--- src/kcl_pkg.sv ---
// Shared constants, phase codes and key-scan helper for the keypad code lock.
// No dependencies; used by keypad_code_lock_top.
package kcl_pkg;

  localparam int unsigned CodeLength = 4;
  localparam int unsigned Rows       = 4;
  localparam int unsigned Cols       = 4;
  localparam int unsigned KeyW       = 4;
  localparam int unsigned PosW       = (CodeLength > 1) ? $clog2(CodeLength) : 1;

  localparam logic [KeyW-1:0] KeyHash = 4'd14;
  localparam logic [KeyW-1:0] KeyZero = 4'd13;

  // Debounce machine phase codes
  localparam logic [1:0] PhScanning = 2'd0;
  localparam logic [1:0] PhDebounce = 2'd1;
  localparam logic [1:0] PhHold     = 2'd2;

  // Register indexes on the configuration port
  localparam logic [1:0] CfgCodeWord      = 2'd0;
  localparam logic [1:0] CfgDebounceTicks = 2'd1;
  localparam logic [1:0] CfgAttemptLimit  = 2'd2;

  localparam logic [15:0] CodeWordRst      = 16'h9999;
  localparam logic [7:0]  DebounceTicksRst = 8'd5;
  localparam logic [3:0]  AttemptLimitRst  = 4'd5;

  typedef struct packed {
    logic            found;
    logic [KeyW-1:0] idx;
  } scan_t;

  // First pressed key in row-major order; independent bits, priority pick.
  function automatic scan_t first_pressed(logic [15:0] m);
    scan_t res;
    res.found = 1'b0;
    res.idx   = '0;
    for (int r = Rows - 1; r >= 0; r--) begin
      for (int c = Cols - 1; c >= 0; c--) begin
        if (r * Cols + c < 16) begin
          if (m[r * Cols + c]) begin
            res.found = 1'b1;
            res.idx   = KeyW'(r * Cols + c);
          end
        end
      end
    end
    return res;
  endfunction

endpackage

--- src/keypad_code_lock_top.sv ---
// Keypad code lock: debounced 4x4 key matrix scan, code entry ring and lockout.
// Depends on kcl_pkg.
//
// One input item is one matrix snapshot (bit row*4+col set = key down).
// The block takes one item per clock: the whole tick (key pick, debounce step,
// ring update, code compare) is a single pass of logic into the state and
// result registers, so an item is accepted in any cycle in which the result
// register is empty or being taken, and its result shows in the next cycle.
// Every accepted item gives exactly one result item: the released key (if
// any) plus the correct / incorrect / locked flags and the wrong-code count as
// they stand after that tick. A key is released when, while held, the matrix
// reads no key; released keys other than # fill a four-entry ring, and # checks
// the ring against code_word (entry 0 in the low nibble). After a wrong code,
// two # presses clear the flags and the ring. Once the wrong count reaches
// attempt_limit the block locks until reset and only reports its flags.
// Configuration: write enable, index (0 code_word, 1 debounce_ticks,
// 2 attempt_limit, 3 ignored) and data; write only while idle.
module keypad_code_lock_top (
  input  logic        clk_i,
  input  logic        rst_ni,
  // configuration
  input  logic        cfg_we_i,
  input  logic [1:0]  cfg_index_i,
  input  logic [15:0] cfg_data_i,
  // input items
  input  logic        in_valid_i,
  output logic        in_ready_o,
  input  logic [15:0] key_matrix_i,
  // result items
  output logic        out_valid_o,
  input  logic        out_ready_i,
  output logic        key_released_valid_o,
  output logic [3:0]  key_released_index_o,
  output logic        code_correct_o,
  output logic        code_incorrect_o,
  output logic        locked_out_o,
  output logic [3:0]  wrong_attempts_o
);

  localparam int unsigned KW = kcl_pkg::KeyW;
  localparam int unsigned CL = kcl_pkg::CodeLength;
  localparam int unsigned PW = kcl_pkg::PosW;

  // configuration registers
  logic [15:0] code_word_q;
  logic [7:0]  debounce_ticks_q;
  logic [3:0]  attempt_limit_q;

  // tick state
  logic [1:0]    scan_phase_q, scan_phase_d;
  logic [KW-1:0] last_key_q, last_key_d;
  logic [7:0]    debounce_count_q, debounce_count_d;
  logic [KW-1:0] entered_keys_q [CL];
  logic [KW-1:0] entered_keys_d [CL];
  logic [PW-1:0] entry_position_q, entry_position_d;
  logic [3:0]    wrong_count_q, wrong_count_d;
  logic          hash_count_q, hash_count_d;
  logic          correct_q, correct_d;
  logic          incorrect_q, incorrect_d;
  logic          locked_q, locked_d;

  // result register
  logic          out_valid_q, out_valid_d;
  logic          rel_valid_q, rel_valid_d;
  logic [KW-1:0] rel_idx_q, rel_idx_d;

  logic          in_acc;
  kcl_pkg::scan_t scan;
  logic          ring_match;

  assign in_ready_o = !out_valid_q || out_ready_i;
  assign in_acc     = in_valid_i && in_ready_o;
  assign scan       = kcl_pkg::first_pressed(key_matrix_i);

  // Ring compare; entries past four wrap onto the code word nibbles.
  always_comb begin
    ring_match = 1'b1;
    for (int i = 0; i < CL; i++) begin
      if (entered_keys_q[i] != code_word_q[4 * (i % 4) +: 4]) begin
        ring_match = 1'b0;
      end
    end
  end

  // One tick of the lock
  always_comb begin
    scan_phase_d     = scan_phase_q;
    last_key_d       = last_key_q;
    debounce_count_d = debounce_count_q;
    entered_keys_d   = entered_keys_q;
    entry_position_d = entry_position_q;
    wrong_count_d    = wrong_count_q;
    hash_count_d     = hash_count_q;
    correct_d        = correct_q;
    incorrect_d      = incorrect_q;
    locked_d         = locked_q;
    rel_valid_d      = 1'b0;
    rel_idx_d        = '0;

    if (wrong_count_q < attempt_limit_q) begin
      unique case (scan_phase_q)
        kcl_pkg::PhScanning: begin
          if (scan.found) begin
            last_key_d       = scan.idx;
            debounce_count_d = '0;
            scan_phase_d     = kcl_pkg::PhDebounce;
          end
        end
        kcl_pkg::PhDebounce: begin
          if (debounce_count_q >= debounce_ticks_q) begin
            scan_phase_d = (scan.found && scan.idx == last_key_q) ?
                           kcl_pkg::PhHold : kcl_pkg::PhScanning;
          end
          if (debounce_count_q != 8'hFF) begin
            debounce_count_d = debounce_count_q + 8'd1;
          end
        end
        kcl_pkg::PhHold: begin
          if (!scan.found) begin
            rel_valid_d  = 1'b1;
            rel_idx_d    = last_key_q;
            scan_phase_d = kcl_pkg::PhScanning;
          end else if (scan.idx != last_key_q) begin
            scan_phase_d = kcl_pkg::PhScanning;
          end
        end
        default: begin
          scan_phase_d = kcl_pkg::PhScanning;
        end
      endcase

      if (rel_valid_d && rel_idx_d != kcl_pkg::KeyHash) begin
        entered_keys_d[entry_position_q] = rel_idx_d;
        entry_position_d = (32'(entry_position_q) == CL - 1) ? '0 :
                           entry_position_q + PW'(1);
      end

      if (rel_valid_d && rel_idx_d == kcl_pkg::KeyHash) begin
        if (incorrect_q) begin
          if (hash_count_q) begin
            correct_d        = 1'b0;
            incorrect_d      = 1'b0;
            hash_count_d     = 1'b0;
            entry_position_d = '0;
            for (int i = 0; i < CL; i++) entered_keys_d[i] = kcl_pkg::KeyZero;
          end else begin
            hash_count_d = 1'b1;
          end
        end else if (ring_match) begin
          correct_d        = 1'b1;
          wrong_count_d    = '0;
          entry_position_d = '0;
          for (int i = 0; i < CL; i++) entered_keys_d[i] = kcl_pkg::KeyZero;
        end else begin
          incorrect_d = 1'b1;
          if (wrong_count_q != 4'hF) wrong_count_d = wrong_count_q + 4'd1;
        end
      end
    end else begin
      locked_d = 1'b1;
    end
  end

  always_comb begin
    if (in_acc) begin
      out_valid_d = 1'b1;
    end else if (out_ready_i) begin
      out_valid_d = 1'b0;
    end else begin
      out_valid_d = out_valid_q;
    end
  end

  // configuration
  always_ff @(posedge clk_i or negedge rst_ni) begin
    if (!rst_ni) begin
      code_word_q      <= kcl_pkg::CodeWordRst;
      debounce_ticks_q <= kcl_pkg::DebounceTicksRst;
      attempt_limit_q  <= kcl_pkg::AttemptLimitRst;
    end else if (cfg_we_i) begin
      unique case (cfg_index_i)
        kcl_pkg::CfgCodeWord:      code_word_q      <= cfg_data_i;
        kcl_pkg::CfgDebounceTicks: debounce_ticks_q <= cfg_data_i[7:0];
        kcl_pkg::CfgAttemptLimit:  attempt_limit_q  <= cfg_data_i[3:0];
        default: ;
      endcase
    end
  end

  // state advances only on an accepted item
  always_ff @(posedge clk_i or negedge rst_ni) begin
    if (!rst_ni) begin
      scan_phase_q     <= kcl_pkg::PhScanning;
      last_key_q       <= '0;
      debounce_count_q <= '0;
      for (int i = 0; i < CL; i++) entered_keys_q[i] <= kcl_pkg::KeyZero;
      entry_position_q <= '0;
      wrong_count_q    <= '0;
      hash_count_q     <= 1'b0;
      correct_q        <= 1'b0;
      incorrect_q      <= 1'b0;
      locked_q         <= 1'b0;
    end else if (in_acc) begin
      scan_phase_q     <= scan_phase_d;
      last_key_q       <= last_key_d;
      debounce_count_q <= debounce_count_d;
      entered_keys_q   <= entered_keys_d;
      entry_position_q <= entry_position_d;
      wrong_count_q    <= wrong_count_d;
      hash_count_q     <= hash_count_d;
      correct_q        <= correct_d;
      incorrect_q      <= incorrect_d;
      locked_q         <= locked_d;
    end
  end

  always_ff @(posedge clk_i or negedge rst_ni) begin
    if (!rst_ni) begin
      out_valid_q <= 1'b0;
      rel_valid_q <= 1'b0;
      rel_idx_q   <= '0;
    end else begin
      out_valid_q <= out_valid_d;
      if (in_acc) begin
        rel_valid_q <= rel_valid_d;
        rel_idx_q   <= rel_idx_d;
      end
    end
  end

  // Flags only change on acceptance, so the state registers double as the
  // result fields of the item held in the output register.
  assign out_valid_o          = out_valid_q;
  assign key_released_valid_o = rel_valid_q;
  assign key_released_index_o = rel_idx_q;
  assign code_correct_o       = correct_q;
  assign code_incorrect_o     = incorrect_q;
  assign locked_out_o         = locked_q;
  assign wrong_attempts_o     = wrong_count_q;

  // Lockout is sticky until reset.
  a_locked_sticky: assert property (@(posedge clk_i) disable iff (!rst_ni)
    locked_q |=> locked_q)
    else $error("locked flag dropped");

  // A locked block leaves the wrong count alone.
  a_locked_frozen: assert property (@(posedge clk_i) disable iff (!rst_ni)
    (in_acc && locked_q) |=> $stable(wrong_count_q))
    else $error("wrong count changed while locked");

  // A release always sends the debounce machine back to scanning.
  a_release_scan: assert property (@(posedge clk_i) disable iff (!rst_ni)
    (out_valid_q && rel_valid_q) |-> scan_phase_q == kcl_pkg::PhScanning)
    else $error("release without return to scanning");

  // A correct code clears the wrong count.
  a_correct_clears: assert property (@(posedge clk_i) disable iff (!rst_ni)
    $rose(correct_q) |-> wrong_count_q == 4'd0)
    else $error("correct code left wrong count set");

endmodule
--- config.mk ---
export PLATFORM = sky130hd
export DESIGN_NAME = keypad_code_lock_top
export DESIGN_NICKNAME = d
export VERILOG_FILES = /design/src/kcl_pkg.sv /design/src/keypad_code_lock_top.sv
export SDC_FILE = /design/constraint.sdc
export NUM_CORES = 1
export LEC_CHECK = 0
export ABC_AREA = 1
export ABC_CLOCK_PERIOD_IN_PS = 2700
export BUFFER_PORTS_ARGS = -buffer_cell sky130_fd_sc_hd__buf_2
export CORE_MARGIN = 2
export CORE_UTILIZATION = 45
export CTS_BUF_LIST = sky130_fd_sc_hd__clkbuf_4 sky130_fd_sc_hd__clkbuf_8
export DETAILED_ROUTE_END_ITERATION = 10
export PLACE_DENSITY = 0.7
export SLEW_MARGIN = 0
export SYNTH_ARGS = -nofsm -noshare
export SYNTH_HDL_FRONTEND = slang
export SYNTH_SLANG_ARGS = --single-unit
--- constraint.sdc ---
create_clock -name clk_i -period 2.7 [get_ports clk_i]
set_clock_uncertainty 0.15 [all_clocks]
set_input_delay 0 -clock clk_i [delete_from_list [all_inputs] [get_ports clk_i]]
set_output_delay 0 -clock clk_i [all_outputs]
set_load 0.01 [all_outputs]
# --- Yosys cells after proc, flatten, opt, wreduce, memory -nomap -nowiden ---
# Index checks and enable logic that the tools add are counted.
op_classes:
  n_lt_le_gt_ge: 4
  n_reduce_logical: 25
  bitwise_logic: 3
  muxes: 61
  addsub: 3
  n_eq_ne: 20
ops:
  columns: ["cell", "n"]
  rows:
  - ["16-bit two-way mux", 5]
  - ["5-bit two-way mux", 16]
  - ["4-bit two-way mux", 7]
  - ["2-bit two-way mux", 11]
  - ["4-bit inequality test", 5]
  - ["5-bit AND reduction", 4]
  - ["16-bit bitwise mux", 1]
  - ["1-bit two-way mux", 16]
  - ["8-bit two-way mux", 2]
  - ["8-bit one-hot mux with 2 select lines", 1]
  - ["2-bit AND reduction", 5]
  - ["8-bit by 1-bit adder with 8-bit output, second input constant", 1]
  - ["4-bit demux with 2-bit select", 1]
  - ["8-bit greater-or-equal comparator", 1]
  - ["2-bit inequality test, second input constant", 4]
  - ["4-bit inequality test, second input constant", 2]
  - ["8-bit inequality test, second input constant", 1]
  - ["4-bit AND reduction", 2]
  - ["2-bit nonzero test", 4]
  - ["2-bit equality test, second input constant", 3]
  - ["2-bit one-hot mux with 3 select lines", 1]
  - ["1-bit logical AND", 5]
  - ["4-bit by 1-bit adder with 4-bit output, second input constant", 1]
  - ["2-bit by 1-bit equality test with 1-bit output, second input constant", 2]
  - ["13 further kinds", 15]
word_totals:
  reg_bits: 74
  input_bits: 39
  elab_cells: 135
  out_inout_bits: 14

# --- Longest topological paths before layout ---
# Gate-level depths: netlist (run 1).
logic_depth:
  word_depth: 25
  ltp_mapped: 19
  depth_no_buf: 19

# --- Worst setup path before layout (run 1) ---
# No wires, ideal clock.
synth_path:
  path_kind: "flip-flop to flip-flop"
  start: "register wrong_count_q[1], in the netlist wrong_attempts_o[1]"
  end: "register debounce_count_q[3]"
  period_less_slack_ps: 2210
  n_path_buf: 1
  required_time_ps: 2428
  setup_ps: 122
  arrival_time_ps: 1938
  slack_ps: 490
  path_stages_with_launch: 12
  path_cell_list: "dfrtp_1 > ha_1 > a21boi_1 > o211ai_1 > nand3_1 > nor2_1 > inv_1 > nor2_1 > buf_2 > nand2_1 > o21ai_1 > a21oi_1"
synth_between:
  elab_chain_cells: 2
synth_rtl:
  columns: ["element", "line", "text"]
  rows:
  - ["start, declared", "keypad_code_lock_top.sv:56", "logic [3:0] wrong_count_q, wrong_count_d;"]
  - ["start signal, assigned", "keypad_code_lock_top.sv:209", "wrong_count_q <= wrong_count_d;"]
  - ["4-bit less-than comparator", "keypad_code_lock_top.sv:100", "if (wrong_count_q < attempt_limit_q) begin"]
  - ["5-bit AND reduction (no source line)", null, null]
  - ["end signal, assigned", "keypad_code_lock_top.sv:206", "debounce_count_q <= debounce_count_d;"]
  - ["end, declared", "keypad_code_lock_top.sv:52", "logic [7:0] debounce_count_q, debounce_count_d;"]
# Every way passes these cells.
# A chain may end at the register's enable or synchronous reset.

# --- Worst setup path in the final report (run 1) ---
layout_path:
  start: "register entered_keys_q[14] in the netlist's numbering"
  end: "register correct_q, in the netlist code_correct_o"
layout_between:
  elab_chain_cells: 7
layout_rtl:
  columns: ["element", "line", "text"]
  rows:
  - ["start, declared", "keypad_code_lock_top.sv:53", "logic [KW-1:0] entered_keys_q [CL];"]
  - ["start signal, assigned", "keypad_code_lock_top.sv:207", "entered_keys_q <= entered_keys_d;"]
  - ["4-bit inequality test", "keypad_code_lock_top.sv:79", "if (entered_keys_q[i] != code_word_q[4 * (i % 4) +: 4]) begin"]
  - ["1-bit two-way mux (4 in a row)", "keypad_code_lock_top.sv:79", null]
  - ["2-bit nonzero test (no source line)", null, null]
  - ["5-bit AND reduction (no source line)", null, null]
  - ["end signal, assigned", "keypad_code_lock_top.sv:211", "correct_q <= correct_d;"]
  - ["end, declared", "keypad_code_lock_top.sv:58", "logic correct_q, correct_d;"]
# Every way passes these cells.

==> results.ini, run 1 <==
[worst_setup_path]
worstPathRequired_ns = 2.79
cp.buffers_inverters = 0
timing.critical_path.from = entered_keys_q[14]$_DFFE_PN1P_
cp-endpoint = code_correct_o$_DFFE_PN0P_
rr_worst_depth = 8
criticalPathCategory = flop to flop
r2r_end = code_correct_o$_DFFE_PN0P_
path_depth = 8
cp_common_cell = nand2_1
crit_path_max_incr_delay_ns = 0.58
start_kind = flop
crit_slowest_cell = dfstp_2
reg2reg_from = entered_keys_q[14]$_DFFE_PN1P_
r2r_setup_slack_ns = 0.21
path_cells = xor2_1 > nor4_1 > nand4_1 > nand2_1 > nand3_2 > nor2_1 > nand2_1 > o21a_1
cp-end-kind = flop
worst-path-max-fanout = 9
critPathTopFamily = simple AND/OR/NAND/NOR gates
arrival_ns = 2.58

[timing]
finalCritPeriodShare = 0.9222
fin_setup_tns_ns = 0
fin_crit_ns = 2.490
slew_headroom = 0.4708
worst_pin_slew_ns = 0.7938
fmax_mhz = 401.6
whs_ns = 0.05131
finalSetupViolCount = 0
grt_setup_unrepaired = false
finalHoldViolations = 0
drv_slew = 0

[pwr]
p_sw_frac = 0.3245
seqPwrFrac = 0.461
p_switching_mw = 1.113
p_clk_frac = 0.282
power_leakage_nw = 2.608
ir_worst_vdd_v = 0.0003053
comb_power_share = 0.257
p_int_mw = 2.318
pwr_density_cell_nw_per_um2 = 660.8

[final_layout]
antenna_cells = 0
fillers = 819
multi_input_comb_area_sq_um = 1972
final-seq-area_sq_um = 1882
syn_to_final_growth_pct = 23.11
drive_gt1_frac = 0.2073
nets = 678

[placed_design]
dpl.hpwl_um = 6992
gp_congestion = 0.9135
io_buffers = 52

[clock_network]
cts_sinks = 74
cts_buffers = 9
clkTransAtPathRegs_ns = 0.07
clock_latency_ns = 0.35
cts_root_buffer = clkbuf_8
cts_tree = built
htree_levels = 3
clock_path_buffers = 2
post_cts_buffers = 0

[floorplan]
row_count = 35
chipWidth_um = 100.8
die_area_sq_um = 10160
top_level_ports = 53
initial_core_util = 0.4608
fp.dieH_um = 100.8
coreArea_sq_um = 9153

[route]
drt_iter0_drc = 198
wl_per_cell_um = 12.95
ant_nets = 0
route.vias.total = 3734
wirelength_um = 9560
drtPass1Iterations = 4
drc_errors = 0
avgViaCountPerCell = 5.060

[yosys]
synth_most_common_cell = nand2_1
synth_seq_area_share = 0.4462
async_flop_share = 1.000
synth_cell_type_count = 40
syn_nets = 585
synth_ff_type = dfrtp_1
synth_warnings = 0
netlist_instances = 529
synth_area_sq_um = 4218
ys_seq_elements = 74
synth.largest_area_cell = dfrtp_1
synth_top_area_share = 0.2966
synth_edf_count = 0
synth_top_cells_by_count = nand2_1, inv_1, dfrtp_1, nand3_1, o21ai_0
synth_area_per_cell_sq_um = 7.973
ys_top_cells_by_area = dfrtp_1, dfstp_2, nand2_1

[flow_run]
drv_cap = 0

[grt]
grt_start_max_net_pins = 44
track_usage = 0.2006
grt_pass1_wl_um = 16210
antenna_found_initial = 0
grt-ovfl-total = 0
grt_pass1_vias = 3649

[status]
status = completed

[hold_path]
hold_path_class = input port to flop

## worst min-delay path, stage by stage
cell,delay (ns)
buf_2,0.09
nor2_1,0.04
nand3_1,0.09
nor2_2,0.06
o21ai_0,0.13
o22ai_1,0.09
## timing repair
item                                   in CTS  in global routing
setup endpoints to repair                   0                  1
hold buffers                               32                  0
endpoints found under the hold margin      63                  0
gates resized for setup                     0                  1
## state kept, by name, summed over array words and instances (netlist names), 2 cells and up
register              count
attempt_limit_q           4
code_word_q              16
debounce_count_q          8
debounce_ticks_q          8
entered_keys_q           16
entry_position_q          2
key_released_index_o      4
last_key_q                4
scan_phase_q              2
wrong_attempts_o          4
## metal layers
metal	up-vias	share of wire	GRT usage
met4	0	0.013	0.06217
met2	75	0.50	0.3538
li1	1901	-	-
met1	1746	0.45	0.2460
met5	-	0	0
met3	12	0.037	0.04092
## final cells by class
class / instances / share of cell area
clock buffer: 11 / 0.02795
clock inverter: 5 / 0.01518
inverter: 84 / 0.06072
multi-input combinational: 360 / 0.3798
sequential: 74 / 0.3624
tap: 111 / 0.02675
timing repair buffer: 93 / 0.1272
## power by group through the flow
| stage | clock network, mW | logic (mW) | registers, mW |
|---|---|---|---|
| floorplan | 0 | 0.649 | 1.53 |
| global placement | 0 | 0.805 | 1.59 |
| detailed placement | 0 | 0.837 | 1.60 |
| CTS | 0.991 | 0.885 | 1.58 |
| global route | 1.04 | 1.02 | 1.61 |
| finish | 0.968 | 0.883 | 1.58 |
## cell usage in the layout (no fill, tap or decap), types with 2 or more instances in the layout
master	instances
bufinv_16	2
o21ai_0	34
buf_4	8
nand3_2	2
a21oi_1	16
or2_2	4
o2111ai_1	4
clkbuf_8	10
nor4_1	3
o31ai_1	2
o21ai_1	21
nor3_1	5
xor2_1	11
nor2_2	2
o22ai_1	2
dfrtp_1	50
dfstp_2	24
nand3_1	37
o21a_1	4
buf_2	52
nand2_1	130
mux2_2	7
xnor2_1	7
inv_1	75
nor2_1	28
ha_1	17
clkinv_2	2
dlygate4sd3_1	32
nand4_1	11
nand2_2	2
inv_2	9
## logic make-up (layout without fill, tap and decap cells)
kind of cell	after synthesis	after routing	share of synthesized area
AND/OR/NAND/NOR	228	228	0.2385
XOR/XNOR	18	18	0.03738
multiplexers	7	7	0.01869
AO/OA/AOI/OAI	90	90	0.1213
adder cells (fa/ha/maj)	17	17	0.05043
flip-flops	74	74	0.4462
buffers and inverters	95	193	0.08751
## metrics by stage
step | util | instance area [sq um] | total power [mW] | setup WS, ns | instances
5_1_grt | 0.5673 | 5192 | 3.673 | 0.07990 | 738
3_5_place_dp | 0.5073 | 4643 | 2.437 | 0.2472 | 690
2_1_floorplan | - | 4218 | 2.174 | 0.4899 | 529
6_report | 0.5673 | 5192 | 3.431 | 0.2100 | 738
4_1_cts | 0.5668 | 5187 | 3.457 | 0.2133 | 738
3_3_place_gp | 0.5073 | 4643 | 2.397 | 0.3353 | 690
## worst min path at each step
stage	startpoint	endpoint	slack (ns)	cells after the start
global placement	rst_ni	out_valid_o$_DFFE_PN0P_	-0.04	1
CTS	key_matrix_i[4]	last_key_q[3]$_DFFE_PN0P_	0.04	6
detailed placement	rst_ni	entry_position_q[0]$_DFFE_PN0P_	-0.03	1
global route	key_matrix_i[5]	last_key_q[3]$_DFFE_PN0P_	0.12	6
finish	key_matrix_i[4]	last_key_q[3]$_DFFE_PN0P_	0.05	6
floorplan	rst_ni	attempt_limit_q[1]$_DFFE_PN0P_	-0.45	0
Note: power is estimated with default switching activity, not from simulation.
==> run 2: changes to the inputs <==
--- a/config.mk
+++ b/config.mk
@@ -5,14 +5,14 @@
 export SDC_FILE = /design/constraint.sdc
 export NUM_CORES = 1
 export LEC_CHECK = 0
-export ABC_AREA = 1
 export ABC_CLOCK_PERIOD_IN_PS = 2700
 export BUFFER_PORTS_ARGS = -buffer_cell sky130_fd_sc_hd__buf_2
+export CORE_ASPECT_RATIO = 0.7
 export CORE_MARGIN = 2
 export CORE_UTILIZATION = 45
 export CTS_BUF_LIST = sky130_fd_sc_hd__clkbuf_4 sky130_fd_sc_hd__clkbuf_8
 export DETAILED_ROUTE_END_ITERATION = 10
-export PLACE_DENSITY = 0.7
+export PLACE_DENSITY = 0.71
 export SLEW_MARGIN = 0
 export SYNTH_ARGS = -nofsm -noshare
 export SYNTH_HDL_FRONTEND = slang
==> results.ini, run 2 <==
[worst_setup_path]
arrival_ns = 2.66  ; was 2.58 ns
crit_path_max_incr_delay_ns = 0.53  ; was 0.58 ns
crit_slowest_cell = dfstp_2  ; unchanged
start_kind = flop  ; unchanged
cp-end-kind = flop  ; unchanged
criticalPathCategory = flop to flop  ; unchanged
worst-path-max-fanout = 6  ; was 9
worstPathRequired_ns = 2.83  ; was 2.79 ns
path_cells = inv_1 > ha_1 > o21ai_0 > o2111ai_2 > or3_4 > nor2_4 > a41oi_1 > a21oi_1  ; was xor2_1 > nor4_1 > nand4_1 > nand2_1 > nand3_2 > nor2_1 > nand2_1 > o21a_1

[floorplan]
initial_core_util = 0.4662  ; was 0.4608
chipWidth_um = 116.0  ; was 100.8 um
fp.dieH_um = 82.41  ; was 100.8 um
row_count = 28  ; was 35
die_area_sq_um = 9561  ; was 10,160 sq um
coreArea_sq_um = 8478  ; was 9153 sq um
top_level_ports = 53  ; unchanged

[flow_run]
drv_cap = 0  ; unchanged

[timing]
whs_ns = 0.02458  ; was 0.05131 ns
drv_slew = 0  ; unchanged
fin_setup_tns_ns = 0  ; unchanged
finalCritPeriodShare = 0.9403  ; was 0.9222
fin_crit_ns = 2.539  ; was 2.490 ns
fmax_mhz = 393.9  ; was 401.6 MHz
slew_headroom = 0.5985  ; was 0.4708
finalSetupViolCount = 0  ; unchanged
finalHoldViolations = 0  ; unchanged
grt_setup_unrepaired = false  ; unchanged
worst_pin_slew_ns = 0.6022  ; was 0.7938 ns

[final_layout]
fillers = 734  ; was 819
antenna_cells = 0  ; unchanged
layout_commonest_cell = buf_2  ; was nand2_1
nets = 507  ; was 678
syn_to_final_growth_pct = 25.83  ; was 23.11%
final_cell_mix = buf_2, dfrtp_1, dlygate4sd3_1, mux2_2  ; was nand2_1, inv_1, buf_2, dfrtp_1, nand3_1
instances_no_fill = 576  ; was 738
reg_top3 = code_word_q (16), entered_keys_q (16)  ; unchanged
drive_gt1_frac = 0.3421  ; was 0.2073

[yosys]
synth_area_per_cell_sq_um = 11.23  ; was 7.973 sq um
async_flop_share = 1.000  ; unchanged
synth_cell_type_count = 49  ; was 40
synth_top_area_share = 0.3166  ; was 0.2966
synth_warnings = 0  ; unchanged
synth_area_sq_um = 3953  ; was 4218 sq um
ys_top_cells_by_area = dfrtp_1, dfstp_2, mux2_2  ; was dfrtp_1, dfstp_2, nand2_1
netlist_instances = 352  ; was 529
synth_ff_type = dfrtp_1  ; unchanged
synth_edf_count = 0  ; unchanged
synth_top_cells_by_count = dfrtp_1, mux2_2, inv_1, nor2_1, dfstp_2  ; was nand2_1, inv_1, dfrtp_1, nand3_1, o21ai_0
synth.largest_area_cell = dfrtp_1  ; unchanged
synth_most_common_cell = dfrtp_1  ; was nand2_1
synth_seq_area_share = 0.4761  ; was 0.4462
syn_nets = 408  ; was 585
ys_seq_elements = 74  ; unchanged

[grt]
grt_pass1_vias = 2864  ; was 3,649
grt-ovfl-total = 0  ; unchanged
grt_pass1_wl_um = 14320  ; was 16,210 um
grt_start_max_net_pins = 27  ; was 44
antenna_found_initial = 0  ; unchanged
track_usage = 0.2016  ; was 0.2006

[pwr]
ir_worst_vdd_v = 0.0003589  ; was 0.0003053 V
pwr_density_cell_nw_per_um2 = 599.1  ; was 660.8 nW/um^2
power_leakage_nw = 2.188  ; was 2.608 nW

[route]
route.vias.total = 2950  ; was 3,734
ant_nets = 0  ; unchanged
avgViaCountPerCell = 5.122  ; was 5.060
wl_per_cell_um = 15.23  ; was 12.95 um
drt_iter0_drc = 103  ; was 198
drc_errors = 0  ; unchanged
drtPass1Iterations = 4  ; unchanged
wirelength_um = 8772  ; was 9560 um

[clock_network]
htree_levels = 3  ; unchanged
cts_root_buffer = clkbuf_8  ; unchanged
cts_buffers = 9  ; unchanged
clock_path_buffers = 2  ; unchanged
clkTransAtPathRegs_ns = 0.08  ; was 0.07 ns
cts_tree = built  ; unchanged
cts_sinks = 74  ; unchanged
clock_latency_ns = 0.36  ; was 0.35 ns

[placed_design]
io_buffers = 52  ; unchanged
dpl.hpwl_um = 6382  ; was 6992 um
dp_cells = 526  ; was 690
gp_congestion = 0.8303  ; was 0.9135

[hold_path]
hold_path_class = input port to asynchronous set/reset pin  ; was input port to flop

[status]
status = completed  ; unchanged

-- run 2: cell types whose count changed in the layout (fill, tap and decap cells not counted), sizes merged, moves of 4 or more --
cell	delta
or2	-5
mux2	+23
xnor2	+12
inv	-57
nand2b	+7
a2bb2oi	+12
a22o	+4
nand3	-33
o2bb2ai	+4
o21ai	-42
or3	+4
nand2	-109
-- run 2: report_power, final --
group          switching, mW  total (mW)  internal [mW]
Combinational          0.308       0.629          0.321
Sequential             0.166        1.44           1.28
Clock                  0.398       0.906          0.508
-- run 2: cells by family after synthesis --
kind of cell               after synthesis  share of synthesized area
and+or+nand+nor                        100                     0.1513
AOI/OAI and AO/OA                       69                     0.1364
buffers and inverters                   33                    0.03197
adders and majority gates               17                    0.05381
muxes                                   32                    0.09053
xor gates and xnor gates                27                    0.05983
DFF                                     74                     0.4761
-- run 2: metal layers --
metal  up-vias  GRT usage  part of all wire
li1       1459          -                 -
met1      1423     0.2915              0.52
met2        59     0.2971              0.43
met3         9    0.05474             0.044
met4         0    0.06071             0.011
met5         -          0                 0
-- run 2: final timing paths --
check | endpoint | slack, ns | cells past startpoint | from
max in group asynchronous | code_word_q[8]$_DFFE_PN1P_ | 1.56 | 3 | rst_ni
worst min-delay path | debounce_ticks_q[4]$_DFFE_PN0P_ | 0.02 | 2 | rst_ni
worst max register to register | wrong_attempts_o[3]$_DFFE_PN0P_ | 0.16 | 8 | attempt_limit_q[2]$_DFFE_PN1P_
worst min register to register | locked_out_o$_DFFE_PN0P_ | 0.35 | 1 | locked_out_o$_DFFE_PN0P_
min in group clk_i | last_key_q[0]$_DFFE_PN0P_ | 0.05 | 3 | key_matrix_i[0]
worst max-delay path | wrong_attempts_o[3]$_DFFE_PN0P_ | 0.16 | 8 | attempt_limit_q[2]$_DFFE_PN1P_
-- run 2: through the flow --
stage	power, mW	setup slack [ns]	util	area, sq um
detailed placement	2.035	0.06276	0.5201	4409
floorplan	1.814	0.2318	-	3953
global route	3.152	0.03106	0.5866	4974
finish	2.980	0.1611	0.5866	4974
global placement	2.011	0.1741	0.5201	4409
CTS	2.989	0.02085	0.5837	4949
-- run 2: critical path: cells and delay by family, from the launching register on --
family                   cells  cell delay, ns
AO/OA/AOI/OAI                4            0.86
AND/OR/NAND/NOR              2            0.63
flip-flops                   1            0.53
adder cells (fa/ha/maj)      1            0.25
buffers and inverters        1            0.04
-- run 2: layout make-up --
type | count | area (sq um) | area share
well taps | 120 | 150.1 | 0.03019
repair buffers | 94 | 653.1 | 0.1313
flip-flops and latches | 74 | 1882 | 0.3784
clock inverters | 2 | 35.03 | 0.007044
inverters | 27 | 101.3 | 0.02038
clock buffers | 14 | 173.9 | 0.03497
multi-input cells | 245 | 1978 | 0.3977
-- run 2: timing repair --
action                                 CTS  global route
setup endpoints to repair                0            27
resized for setup                        0             4
hold buffers                            33             0
setup buffers                            0             3
endpoints found under the hold margin   58             0
==> run 3: changes to the inputs <==
--- a/config.mk
+++ b/config.mk
@@ -7,13 +7,15 @@
 export LEC_CHECK = 0
 export ABC_CLOCK_PERIOD_IN_PS = 2700
 export BUFFER_PORTS_ARGS = -buffer_cell sky130_fd_sc_hd__buf_2
+export CELL_PAD_IN_SITES_DETAIL_PLACEMENT = 0
+export CELL_PAD_IN_SITES_GLOBAL_PLACEMENT = 1
 export CORE_ASPECT_RATIO = 0.7
 export CORE_MARGIN = 2
 export CORE_UTILIZATION = 45
 export CTS_BUF_LIST = sky130_fd_sc_hd__clkbuf_4 sky130_fd_sc_hd__clkbuf_8
 export DETAILED_ROUTE_END_ITERATION = 10
-export PLACE_DENSITY = 0.71
-export SLEW_MARGIN = 0
+export GPL_TIMING_DRIVEN = 0
+export PLACE_DENSITY = 0.84
 export SYNTH_ARGS = -nofsm -noshare
 export SYNTH_HDL_FRONTEND = slang
 export SYNTH_SLANG_ARGS = --single-unit
==> results.ini, run 3 (synthesized netlist as in run 2, its figures left out) <==
[status]
status = completed  ; unchanged

[grt]
antenna_found_initial = 0  ; unchanged
track_usage = 0.2022  ; was 0.2016
grt_pass1_wl_um = 14420  ; was 14,320 um
grt_pass1_vias = 2921  ; was 2,864
grt_start_max_net_pins = 50  ; was 27
grt-ovfl-total = 0  ; unchanged

[placed_design]
dpl.hpwl_um = 6281  ; was 6382 um
gp_congestion = 0.8283  ; was 0.8303
io_buffers = 52  ; unchanged
detailed_place.area_sq_um = 4393  ; was 4409 sq um
pre_cts_ws_ns = -0.1613  ; was 0.06276 ns

[clock_network]
cts_sinks = 74  ; unchanged
clock_latency_ns = 0.36  ; about the same
cts_root_buffer = clkbuf_8  ; unchanged
clock_path_buffers = 2  ; unchanged
cts_tree = built  ; unchanged
htree_levels = 3  ; unchanged
cts_buffers = 9  ; unchanged
clkTransAtPathRegs_ns = 0.08  ; about the same

[timing]
grt_setup_unrepaired = false  ; unchanged
slew_headroom = 0.2193  ; was 0.5985
finalCritPeriodShare = 0.9645  ; was 0.9403
finalSetupViolCount = 0  ; unchanged
fmax_mhz = 384.0  ; was 393.9 MHz
worst_pin_slew_ns = 1.168  ; was 0.6022 ns
fin_crit_ns = 2.604  ; was 2.539 ns
finalHoldViolations = 0  ; unchanged
drv_slew = 0  ; unchanged
setup_slack_ns = 0.09586  ; was 0.1611 ns

[pwr]
p_sw_frac = 0.3101  ; was 0.2927
ir_worst_vdd_v = 0.0003513  ; was 0.0003589 V
p_int_mw = 1.974  ; was 2.108 mW
p_clk_frac = 0.271  ; was 0.304
seqPwrFrac = 0.491  ; was 0.485
comb_power_share = 0.238  ; was 0.211
power_leakage_nw = 2.152  ; was 2.188 nW
pwr_density_cell_nw_per_um2 = 580.8  ; was 599.1 nW/um^2
p_switching_uw = 887.2  ; was 872.0 uW

[route]
drtPass1Iterations = 4  ; unchanged
drt_iter0_drc = 195  ; was 103
wl_per_cell_um = 15.58  ; was 15.23 um
drc_errors = 0  ; unchanged
route.vias.total = 2951  ; was 2,950
wirelength_um = 8930  ; was 8772 um
ant_nets = 0  ; unchanged
avgViaCountPerCell = 5.150  ; was 5.122

[worst_setup_path]
cp-end-kind = flop  ; unchanged
criticalPathCategory = flop to flop  ; unchanged
arrival_ns = 2.70  ; was 2.66 ns
start_kind = flop  ; unchanged
worstPathRequired_ns = 2.80  ; was 2.83 ns
worst-path-max-fanout = 10  ; was 6

[floorplan]
fp.dieH_um = 82.41  ; unchanged
chipWidth_um = 116.0  ; unchanged
coreArea_sq_um = 8478  ; unchanged
top_level_ports = 53  ; unchanged
die_area_sq_um = 9561  ; unchanged
initial_core_util = 0.4662  ; unchanged
row_count = 28  ; unchanged

[final_layout]
antenna_cells = 0  ; unchanged
design_area_sq_um = 4926  ; was 4974 sq um
final_core_util = 0.5810  ; was 0.5866
nets = 504  ; was 507
final_cell_mix = buf_2, dfrtp_1, mux2_2, dlygate4sd3_1  ; was buf_2, dfrtp_1, dlygate4sd3_1, mux2_2
syn_to_final_growth_pct = 24.63  ; was 25.83%
reg_top3 = code_word_q (16), entered_keys_q (16)  ; unchanged
layout_commonest_cell = buf_2  ; unchanged
drive_gt1_frac = 0.3267  ; was 0.3421

[flow_run]
drv_cap = 0  ; unchanged

[hold_path]
hold_path_class = input port to flop  ; was input port to asynchronous set/reset pin

==> run 3: cell count changes in the layout (fill, tap and decap cells not counted), moves of 2 or more <==
| cell | change |
|---|---|
| buf_4 | -9 |
| a2bb2oi_1 | +2 |
| clkbuf_1 | +3 |
| clkbuf_8 | -2 |
| a2bb2oi_2 | -2 |
| nor3_1 | -2 |
==> run 3: layout make-up <==
| cell class | count | area, sq um |
|---|---|---|
| clock buffer | 13 | 153.9 |
| clock inverter | 3 | 17.52 |
| buffer | 6 | 25.02 |
| fill | 754 | 3552 |
| sequential | 74 | 1882 |
| inverter | 27 | 101.3 |
| timing repair buffer | 85 | 618.1 |
| multi-input combinational | 245 | 1978 |
| tap | 120 | 150.1 |
==> run 3: through the flow <==
stage          total power, mW  hold slack, ns  setup TNS, ns  instances
6_report                 2.861         0.01659              0        573
3_5_place_dp             2.037         -0.2074        -0.3477        525
4_1_cts                  2.875        0.005318              0        572
3_3_place_gp             2.005         0.07786        -0.2141        524
5_1_grt                  3.022         0.04698              0        573
2_1_floorplan            1.814         -0.4456              0        352
==> run 3: final timing paths <==
| path | start | end | slack [ns] | cells after the start |
|---|---|---|---|---|
| worst min-delay path | key_matrix_i[6] | last_key_q[2]$_DFFE_PN0P_ | 0.02 | 5 |
| worst min register to register | key_released_valid_o$_DFFE_PN0P_ | key_released_valid_o$_DFFE_PN0P_ | 0.33 | 1 |
| worst max-delay path | wrong_attempts_o[1]$_DFFE_PN0P_ | last_key_q[1]$_DFFE_PN0P_ | 0.1 | 7 |
| max in group asynchronous | rst_ni | entered_keys_q[0]$_DFFE_PN1P_ | 2.02 | 3 |
| worst max register to register | wrong_attempts_o[1]$_DFFE_PN0P_ | last_key_q[1]$_DFFE_PN0P_ | 0.1 | 7 |
| min in group asynchronous | rst_ni | debounce_count_q[1]$_DFFE_PN0P_ | 0.05 | 3 |
==> run 3: metal layers <==
metal,GRT usage,up-vias,share of wire
li1,-,1450,-
met1,0.2771,1428,0.51
met2,0.3123,61,0.43
met3,0.05474,12,0.047
met4,0.07024,0,0.011
met5,0,-,0
==> run 3: worst max-delay path, stage by stage (launching register included) <==
cell       delay, ns
dfrtp_1         0.45
ha_1            0.33
a211oi_2        0.31
o2111ai_4       0.24
nor3_2          0.22
o21a_1          0.17
buf_2           0.25
mux2_2          0.36
==> run 3: power by group through the flow <==
stage          combinational [mW]  clock [mW]  sequential, mW
4_1_cts                     0.670       0.800            1.40
3_5_place_dp                0.615           0            1.42
3_3_place_gp                0.588           0            1.42
6_report                    0.681       0.776            1.40
5_1_grt                     0.759       0.839            1.42
2_1_floorplan               0.426           0            1.39
==> run 3: repair_timing <==
item / in CTS / in global routing
endpoints found under the setup margin: 5 / 27
pin swaps: 1 / 1
hold buffers: 31 / 0
buffers inserted: 0 / 1
resized for setup: 3 / 3
endpoints found under the hold margin: 84 / 0
